[src/rtl/core/input_event_remapper_with_layers_defines.svh]
// Assertion macros for the input event remapper.
// Used by ier_front and ier_back; no other dependencies.
`ifndef INPUT_EVENT_REMAPPER_WITH_LAYERS_DEFINES_SVH
`define INPUT_EVENT_REMAPPER_WITH_LAYERS_DEFINES_SVH
// assert that a implies b on the same edge
`define IER_ASSERT_IMP(label, clk, rst_n, a, b) \
  label: assert property (@(posedge clk) disable iff (!rst_n) (a) |-> (b)) \
    else $error("assertion failed");
// assert that a implies b on the next edge
`define IER_ASSERT_NXT(label, clk, rst_n, a, b) \
  label: assert property (@(posedge clk) disable iff (!rst_n) (a) |=> (b)) \
    else $error("assertion failed");
`endif

[src/rtl/core/ier_pkg.sv]
// Package for the input event remapper: types, codes and constants.
// No dependencies.
`timescale 1ns / 1ps
`default_nettype none
package ier_pkg;
  localparam int TableEntriesDef = 16;
  localparam logic [1:0] KIND_EVENT = 2'd0;
  localparam logic [1:0] KIND_TICK  = 2'd1;
  localparam logic [1:0] KIND_WRITE = 2'd2;
  localparam logic [4:0] EVT_SYN = 5'd0;
  localparam logic [4:0] EVT_KEY = 5'd1;
  localparam logic [4:0] EVT_REL = 5'd2;
  localparam logic [15:0] KEY_LCTRL = 16'd29;
  localparam logic [15:0] KEY_C = 16'd46;
  localparam logic [15:0] KEY_V = 16'd47;
  localparam logic [1:0] MAC_COPY  = 2'd1;
  localparam logic [1:0] MAC_PASTE = 2'd2;
  localparam logic [2:0] CFG_TOGGLE = 3'd0;
  localparam logic [2:0] CFG_HOLD   = 3'd1;
  localparam logic [2:0] CFG_COUNT  = 3'd2;
  localparam logic [2:0] CFG_DELAY  = 3'd3;
  localparam logic [2:0] CFG_PERIOD = 3'd4;

  // job handed from front to back
  typedef enum logic [1:0] {
    JOB_TAP = 2'd0, JOB_COMBO = 2'd1, JOB_PASS = 2'd2
  } job_kind_t;

  typedef struct packed {
    job_kind_t   kind;
    logic [4:0]  etype;
    logic [15:0] code;   // tap key, combo key or pass code
    logic [31:0] value;
  } job_t;

  typedef struct packed {
    logic [15:0] code;
    logic        from_wheel;
    logic        from_up;
    logic [9:0]  to_key;
    logic [1:0]  macro;
    logic        layer;
  } slot_t;
endpackage
`default_nettype wire

[src/rtl/core/ier_front.sv]
// Front part: accepts items, handles layer/repeat state, writes and searches the table.
// Depends on ier_pkg.
`timescale 1ns / 1ps
`default_nettype none
module ier_front #(
  parameter int TABLE_ENTRIES = ier_pkg::TableEntriesDef
) (
  input  wire logic        clk,
  input  wire logic        rst_n,
  input  wire logic        in_tvalid,
  output logic             in_tready,
  input  wire logic [81:0] in_tdata,
  input  wire logic [1:0]  in_tuser,
  input  wire logic [10:0] toggle_button,
  input  wire logic [10:0] hold_button,
  input  wire logic [4:0]  entry_count,
  input  wire logic [15:0] first_delay,
  input  wire logic [15:0] repeat_period,
  output logic             job_valid,
  output ier_pkg::job_t    job,
  input  wire logic        job_ready
);
  import ier_pkg::*;
  `include "input_event_remapper_with_layers_defines.svh"
  localparam int IW = (TABLE_ENTRIES > 1) ? $clog2(TABLE_ENTRIES) : 1;
  localparam int CW = $clog2(TABLE_ENTRIES + 1);

  typedef enum logic [3:0] {
    S_IDLE = 4'b0001, S_READ = 4'b0010, S_CHECK = 4'b0100, S_EMIT = 4'b1000
  } state_t;
  state_t state_r, state_nxt;

  slot_t mem [TABLE_ENTRIES];
  slot_t rd_r;
  logic [CW-1:0] idx_r, idx_nxt, limit;
  logic [4:0]  ty_r;
  logic [15:0] cd_r;
  logic [31:0] vl_r;
  logic layer_r, layer_nxt, rep_on_r, rep_on_nxt;
  logic [9:0]  rep_code_r, rep_code_nxt;
  logic [15:0] rep_tmr_r, rep_tmr_nxt;
  job_t job_r, job_nxt;
  logic jv_r, jv_nxt;

  logic [1:0]  k;
  logic [3:0]  widx;
  assign k = in_tuser;
  assign widx = in_tdata[56:53];
  assign in_tready = (state_r == S_IDLE) && !jv_r;
  assign job_valid = jv_r;
  assign job = job_r;
  assign limit = (32'(entry_count) > TABLE_ENTRIES) ? CW'(TABLE_ENTRIES) : CW'(entry_count);

  always_ff @(posedge clk) begin
    if (in_tvalid && in_tready && k == KIND_WRITE && 32'(widx) < TABLE_ENTRIES) begin
      mem[IW'(widx)] <= '{code: {6'd0, in_tdata[67:58]}, from_wheel: in_tdata[57],
        from_up: in_tdata[68], to_key: in_tdata[78:69], macro: in_tdata[80:79],
        layer: in_tdata[81]};
    end
    rd_r <= mem[idx_r[IW-1:0]];
  end

  logic is_tog, is_hold, key_hit, rel_hit;
  logic [15:0] fire_code;
  always_comb begin
    state_nxt = state_r; idx_nxt = idx_r; layer_nxt = layer_r; rep_on_nxt = rep_on_r;
    rep_code_nxt = rep_code_r; rep_tmr_nxt = rep_tmr_r; job_nxt = job_r;
    jv_nxt = jv_r && !job_ready;
    is_tog = 1'b0; is_hold = 1'b0; key_hit = 1'b0; rel_hit = 1'b0;
    fire_code = (rd_r.macro == MAC_PASTE) ? KEY_V : KEY_C;
    unique case (state_r)
      S_IDLE: if (in_tvalid && in_tready) begin
        if (k == KIND_EVENT) begin
          is_tog = in_tdata[4:0] == EVT_KEY && !toggle_button[10] &&
                   in_tdata[20:5] == {5'd0, toggle_button};
          is_hold = in_tdata[4:0] == EVT_KEY && !hold_button[10] &&
                    in_tdata[20:5] == {5'd0, hold_button};
          if (is_tog) begin
            if (in_tdata[52:21] == 32'd1) begin
              layer_nxt = !layer_r; rep_on_nxt = 1'b0;
            end
          end else if (is_hold) begin
            layer_nxt = in_tdata[52:21] != 32'd0; rep_on_nxt = 1'b0;
          end else begin
            idx_nxt = '0; state_nxt = S_READ;
          end
        end else if (k == KIND_TICK && rep_on_r) begin
          if (rep_tmr_r <= 16'd1) begin
            rep_tmr_nxt = repeat_period;
            job_nxt = '{kind: JOB_TAP, etype: EVT_KEY, code: {6'd0, rep_code_r}, value: '0};
            jv_nxt = 1'b1;
          end else rep_tmr_nxt = rep_tmr_r - 16'd1;
        end
      end
      S_READ: begin
        if (idx_r >= limit) begin
          job_nxt = '{kind: JOB_PASS, etype: ty_r, code: cd_r, value: vl_r};
          state_nxt = S_EMIT;
        end else state_nxt = S_CHECK;
      end
      S_CHECK: begin
        key_hit = rd_r.layer == layer_r && ty_r == EVT_KEY && !rd_r.from_wheel &&
                  cd_r == rd_r.code;
        rel_hit = rd_r.layer == layer_r && ty_r == EVT_REL && rd_r.from_wheel &&
                  cd_r == rd_r.code && vl_r == (rd_r.from_up ? 32'd1 : 32'hFFFFFFFF);
        state_nxt = S_IDLE;
        if (key_hit && vl_r == 32'd1 || rel_hit) begin
          state_nxt = S_EMIT;
          if (rd_r.macro == MAC_COPY || rd_r.macro == MAC_PASTE)
            job_nxt = '{kind: JOB_COMBO, etype: EVT_KEY, code: fire_code, value: '0};
          else begin
            job_nxt = '{kind: JOB_TAP, etype: EVT_KEY, code: {6'd0, rd_r.to_key}, value: '0};
            if (key_hit) begin
              rep_on_nxt = 1'b1; rep_code_nxt = rd_r.to_key; rep_tmr_nxt = first_delay;
            end
          end
        end else if (key_hit) begin
          if (vl_r == 32'd0) rep_on_nxt = 1'b0;
        end else begin
          idx_nxt = idx_r + CW'(1); state_nxt = S_READ;
        end
      end
      S_EMIT: begin
        jv_nxt = 1'b1; state_nxt = S_IDLE;
      end
      default: state_nxt = S_IDLE;
    endcase
  end

  always_ff @(posedge clk) begin
    if (!rst_n) begin
      state_r <= S_IDLE; layer_r <= 1'b0; rep_on_r <= 1'b0; rep_code_r <= '0;
      rep_tmr_r <= '0; jv_r <= 1'b0; idx_r <= '0;
    end else begin
      state_r <= state_nxt; layer_r <= layer_nxt; rep_on_r <= rep_on_nxt;
      rep_code_r <= rep_code_nxt; rep_tmr_r <= rep_tmr_nxt; jv_r <= jv_nxt; idx_r <= idx_nxt;
    end
    job_r <= job_nxt;
    if (in_tvalid && in_tready) begin
      ty_r <= in_tdata[4:0]; cd_r <= in_tdata[20:5]; vl_r <= in_tdata[52:21];
    end
  end

  `IER_ASSERT_IMP(a_idx_bound, clk, rst_n, state_r == S_CHECK, idx_r < limit)
  `IER_ASSERT_NXT(a_emit_valid, clk, rst_n, state_r == S_EMIT, jv_r)
  `IER_ASSERT_IMP(a_busy, clk, rst_n, state_r != S_IDLE, !in_tready)
endmodule
`default_nettype wire

[src/rtl/core/ier_back.sv]
// Back part: expands a job into its event sequence on the output stream.
// Depends on ier_pkg.
`timescale 1ns / 1ps
`default_nettype none
module ier_back (
  input  wire logic        clk,
  input  wire logic        rst_n,
  input  wire logic        job_valid,
  input  ier_pkg::job_t    job,
  output logic             job_ready,
  output logic             out_tvalid,
  input  wire logic        out_tready,
  output logic [55:0]      out_tdata,
  output logic             out_tlast
);
  import ier_pkg::*;
  `include "input_event_remapper_with_layers_defines.svh"
  job_t j_r;
  logic act_r;
  logic [2:0] pos_r;
  logic [4:0] t; logic [15:0] c; logic [31:0] v; logic lst;
  always_comb begin
    t = EVT_SYN; c = '0; v = '0; lst = 1'b0;
    case (j_r.kind)
      JOB_PASS: begin t = j_r.etype; c = j_r.code; v = j_r.value; lst = 1'b1; end
      JOB_TAP: begin
        lst = pos_r == 3'd3;
        if (!pos_r[0]) begin t = EVT_KEY; c = j_r.code; v = {31'd0, !pos_r[1]}; end
      end
      default: begin
        lst = pos_r == 3'd5;
        case (pos_r)
          3'd0: begin t = EVT_KEY; c = KEY_LCTRL; v = 32'd1; end
          3'd1: begin t = EVT_KEY; c = j_r.code; v = 32'd1; end
          3'd3: begin t = EVT_KEY; c = j_r.code; end
          3'd4: begin t = EVT_KEY; c = KEY_LCTRL; end
          default: ;
        endcase
      end
    endcase
  end
  assign job_ready = !act_r;
  assign out_tvalid = act_r;
  assign out_tdata = {3'd0, v, c, t};
  assign out_tlast = lst;
  always_ff @(posedge clk) begin
    if (!rst_n) begin
      act_r <= 1'b0; pos_r <= '0;
    end else if (!act_r && job_valid) begin
      act_r <= 1'b1; pos_r <= '0;
    end else if (act_r && out_tready) begin
      pos_r <= pos_r + 3'd1;
      if (lst) act_r <= 1'b0;
    end
    if (!act_r && job_valid) j_r <= job;
  end
  `IER_ASSERT_IMP(a_pos, clk, rst_n, act_r, pos_r <= 3'd5)
  `IER_ASSERT_NXT(a_end, clk, rst_n, act_r && out_tready && lst, !act_r)
  `IER_ASSERT_IMP(a_pass, clk, rst_n, act_r && j_r.kind == JOB_PASS, pos_r == 3'd0)
endmodule
`default_nettype wire

[src/rtl/core/input_event_remapper_with_layers.sv]
// Top level of the input event remapper with layers and key repeat.
// Depends on ier_pkg, ier_front and ier_back.
`timescale 1ns / 1ps
`default_nettype none
// Remaps input events through a 16-slot table with two layers and key repeat.
// tuser carries the request kind (event, tick, table write). An event request
// is searched in the front slot by slot (table memory read plus compare),
// then its 1, 4 or 6 output events leave the back one per cycle while
// out_tready is high; the one-job register between them lets the front take
// the next request while the back is still sending.
module input_event_remapper_with_layers #(
  parameter int TABLE_ENTRIES = ier_pkg::TableEntriesDef
) (
  input  wire logic        clk,
  input  wire logic        rst_n,
  input  wire logic        in_tvalid,
  output logic             in_tready,
  // event_type, event_code, event_value, entry_index, entry_from_wheel,
  // entry_from_code, entry_from_up, entry_to_key, entry_macro, entry_layer
  input  wire logic [87:0] in_tdata,
  input  wire logic [1:0]  in_tuser,   // kind
  output logic             out_tvalid,
  input  wire logic        out_tready,
  output logic [55:0]      out_tdata,  // out_type, out_code, out_value
  output logic             out_tlast,
  input  wire logic        cfg_we,
  input  wire logic [2:0]  cfg_index,
  input  wire logic [15:0] cfg_wdata
);
  import ier_pkg::*;
  logic [10:0] tog_r, hold_r;
  logic [4:0]  cnt_r;
  logic [15:0] dly_r, per_r;
  always_ff @(posedge clk) begin
    if (!rst_n) begin
      tog_r <= '1; hold_r <= '1; cnt_r <= '0; dly_r <= 16'd500; per_r <= 16'd33;
    end else if (cfg_we) begin
      case (cfg_index)
        CFG_TOGGLE: tog_r <= cfg_wdata[10:0];
        CFG_HOLD:   hold_r <= cfg_wdata[10:0];
        CFG_COUNT:  cnt_r <= cfg_wdata[4:0];
        CFG_DELAY:  dly_r <= cfg_wdata;
        CFG_PERIOD: per_r <= cfg_wdata;
        default: ;
      endcase
    end
  end
  logic jv, jr; job_t jb;
  ier_front #(.TABLE_ENTRIES(TABLE_ENTRIES)) u_front (
    .clk, .rst_n, .in_tvalid, .in_tready, .in_tdata(in_tdata[81:0]), .in_tuser,
    .toggle_button(tog_r), .hold_button(hold_r), .entry_count(cnt_r),
    .first_delay(dly_r), .repeat_period(per_r),
    .job_valid(jv), .job(jb), .job_ready(jr));
  ier_back u_back (
    .clk, .rst_n, .job_valid(jv), .job(jb), .job_ready(jr),
    .out_tvalid, .out_tready, .out_tdata, .out_tlast);
endmodule
`default_nettype wire

[config.mk]
export PLATFORM = sky130hd
export DESIGN_NAME = input_event_remapper_with_layers
export DESIGN_NICKNAME = d
export VERILOG_FILES = /design/src/rtl/core/ier_pkg.sv /design/src/rtl/core/ier_front.sv /design/src/rtl/core/ier_back.sv /design/src/rtl/core/input_event_remapper_with_layers.sv
export VERILOG_INCLUDE_DIRS = /design/src /design/src/rtl/core
export SDC_FILE = /design/constraint.sdc
export NUM_CORES = 1
export LEC_CHECK = 0
export BUFFER_PORTS_ARGS = -buffer_cell sky130_fd_sc_hd__buf_2
export CAP_MARGIN = 20
export CELL_PAD_IN_SITES_DETAIL_PLACEMENT = 1
export CELL_PAD_IN_SITES_GLOBAL_PLACEMENT = 1
export CORE_ASPECT_RATIO = 0.8
export CORE_UTILIZATION = 52
export CTS_BUF_LIST = sky130_fd_sc_hd__clkbuf_8 sky130_fd_sc_hd__clkbuf_16
export CTS_CLUSTER_SIZE = 24
export DETAILED_ROUTE_END_ITERATION = 7
export GPL_TIMING_DRIVEN = 1
export PLACE_DENSITY = 0.86
export SYNTH_ARGS = -nofsm -noshare
export SYNTH_HDL_FRONTEND = slang
export SYNTH_SLANG_ARGS = --single-unit
[constraint.sdc]
create_clock -name clk -period 6.4 [get_ports clk]
set_input_delay 1.28 -clock clk [delete_from_list [all_inputs] [get_ports clk]]
set_output_delay 1.28 -clock clk [all_outputs]
set_load 0.1 [all_outputs]
==> impl_metrics.ini <==
[worst_setup_path]
slowest_delay_ns = 0.53
cp_cell_sequence = ha_1 > ha_1 > a211o_1 > inv_1 > nor2_1 > and2_1 > buf_2
rrSetupSlack_ns = 2.10
crit_family = simple AND/OR/NAND/NOR gates
critical_path.max_fanout = 12
critical_path_buf_inv_count = 2
startpoint_type = flip-flop
worstSetupPathType = flip-flop to output pin
slowest_stage = nor2_1
required_ns = 5.12
crit_top_cell = ha_1
end_kind = output pin
worstPathArrival_ns = 3.06

[grt]
grt_overflow = 0
grt_pass1_vias = 16400
antenna_found_initial = 8
grt_max_degree = 69
grt_first_pass_wirelength_um = 105000
grtUsageTotal_pct = 27.4

[detailed_routing]
vias = 15700
wirelength_um = 71700
antenna_left = 0
drt_first_pass_iters = 8
via_per_inst = 6.20
wl_per_cell_um = 28.2
drtIter0Drc = 1619
drc_errors = 2

[die]
num_rows = 74
io_pins = 173
core-area_sq_mm = 0.0510
die-area_sq_mm = 0.0525
initial_core_util_pct = 52.6
die_x_um = 256
die_h_um = 205

[synth]
synthCells = 1614
synth_seq_area_share_pct = 72.4
async_flop_share_pct = 0
synth-edff-count = 563
synth_most_common_cell = edfxtp_1
synth_area_sq_mm = 0.0268
syn_area_per_cell_sq_um = 16.6
netlist_top_cells_area = edfxtp_1, mux4_2, dfxtp_1
yosysTopAreaCellShare_pct = 63.0
synth_commonest_cells = edfxtp_1, nand2_1, dfxtp_1
yosysTopAreaCell = edfxtp_1
synth-seq-cells = 689
ys_warn_count = 0
synthFlopType = edfxtp_1
ys_types = 61

[clocking]
postCtsHoldBufs = 0
h-tree-depth = 3
post_cts_buffers = 0
ctsResizeCount = 0
insertion_delay_ns = 0.63
cts.sinks = 689
clock_path_buffers = 3
path_clk_slew_ns = 0.07
cts_tree = built
clockRootBuffer = clkbuf_16
cts-buffers-inserted = 67

[pwr]
ir_drop_uv = 227
p_leak_nw = 10.5
power.total_w = 0.00904
p_per_area_mw_per_mm2 = 294

[placed_design]
gp_congestion = 0.840
portBuffers = 163
hpwl_um = 42200

[sta]
period_minus_slack_ns = 4.34
slew_headroom_pct = 28.4
rsz0062_at_grt = no
report.final.slew_viol_count = 0
finalSetupViolCount = 0
fin_skew_ns = 0.0411
tightest_slew_ns = 1.07
max_freq_ghz = 0.231
min_period_over_period_pct = 67.7
setup_tns_ns = 0
hold_violations = 0

[cells_and_area]
multi_input_area_sq_mm = 0.00705
n_fill_cell = 4610
layout-drive-gt1-share_pct = 24.8
final_nets = 1925
seq_area_sq_mm = 0.0194
syn2layout_area_growth_pct = 14.4

[min_path]
hp-class = flip-flop to flip-flop

[job]
maxCapViolCount = 0

[outcome]
status = finished with violations
violations = DRC
[cell type report]
type | count | share of cell area [%]
Clock buffer | 81 | 6.20
Antenna cell | 4 | 0.0326
Sequential cell | 689 | 63.3
Tap cell | 684 | 2.79
Inverter | 29 | 0.354
Multi-Input combinational cell | 816 | 23.0
Timing Repair Buffer | 195 | 3.53
Clock inverter | 39 | 0.843
[worst register-to-register path, delay by kind of cell (launching register included)]
kind                   cells  cell delay, ns
flip-flops                 1            0.46
AO/OA/AOI/OAI              2            1.33
buffers and inverters      2            0.60
AND/OR/NAND/NOR            3            1.55
[registers in the layout, indices dropped and copies added, names as in the netlist]
register            flops
u_front.mem           400
u_back.j_r             55
u_front.job            55
u_front.vl_r           32
u_front.rd_r           25
dly_r                  16
per_r                  16
u_front.cd_r           16
u_front.rep_tmr_r      16
hold_r                 11
tog_r                  11
u_front.rep_code_r     10
cnt_r                   5
u_front.idx_r           5
u_front.ty_r            5
u_front.state_r         4
u_back.pos_r            3
u_back.out_tvalid       1
u_front.job_valid       1
u_front.layer_r         1
u_front.rep_on_r        1
[cell usage in the layout (no fill, tap or decap), types with 6 or more instances in the layout]
cell type  count
edfxtp_1     563
clkinv_1      11
nor2_2        12
nor2b_1        6
inv_1         39
and4_1         6
a221oi_1       8
xor2_1        29
xnor2_1       16
nand4_1        9
mux2i_1       27
nand3_1       46
a311oi_1       7
and2_1        93
nor3_1        21
clkbuf_16     70
buf_2        163
nand2_1      152
nor2_1        49
clkbuf_8      11
o21ai_0        7
dfxtp_1      123
mux4_2       125
buf_4         30
or3_1          8
clkinv_2       9
o2111ai_1      7
ha_1          13
nor4_1        28
nand2b_1       8
a21oi_1       51
and3_1         8
[kinds of logic after synthesis]
| logic type | after synthesis | share of synthesized area (%) |
|---|---|---|
| compound gates | 127 | 3.31 |
| xor+xnor | 45 | 1.47 |
| fa+ha+maj | 13 | 0.606 |
| buf+inv | 111 | 1.64 |
| flops | 689 | 72.4 |
| mux | 152 | 11.5 |
| other cells | 1 | 0.0140 |
| simple gates | 476 | 9.08 |
[report_power, final]
part / internal (W) / switching, W / total [W]
sequential: 0.00489 / 0.0000327 / 0.00492
clock: 0.00220 / 0.00170 / 0.00390
combinational: 0.0000569 / 0.000162 / 0.000219
[worst paths after layout]
| path | endpoint | depth (start not counted) | start |
|---|---|---|---|
| hold reg to reg | u_back.j_r[22]$_DFFE_PP_ | 0 | u_front.job[22]$_DFFE_PP_ |
| hold / removal | u_back.j_r[22]$_DFFE_PP_ | 0 | u_front.job[22]$_DFFE_PP_ |
| setup / recovery | out_tdata[6] | 7 | u_back.pos_r[0]$_SDFFE_PP0P_ |
| setup reg to reg | u_front.job[30]$_DFFE_PP_ | 7 | u_front.state_r[0]$_SDFFE_PN1P_ |
[per-layer routing]
metal | global-route usage, % | vias up | wire length [um]
met3 | 6.01 | 151 | 5790
met1 | 35.6 | 8190 | 28100
met4 | 8.25 | 6 | 1870
met5 | 0 | - | 33
li1 | - | 6629 | -
met2 | 46.6 | 764 | 35900
[stage by stage]
stage               setup WS, ns  instances  hold slack [ns]  instance area (sq um)  util, %
floorplan                   1.33       1616            0.400                  26800        -
global placement            2.17       2411            0.401                  28500     55.9
detailed placement          2.00       2411            0.406                  28500     55.9
CTS                         2.06       2531            0.420                  30700     60.1
global route                1.75       2537            0.423                  30700     60.2
finish                      2.06       2537            0.419                  30700     60.2
Power figures use the tool's default switching activity.
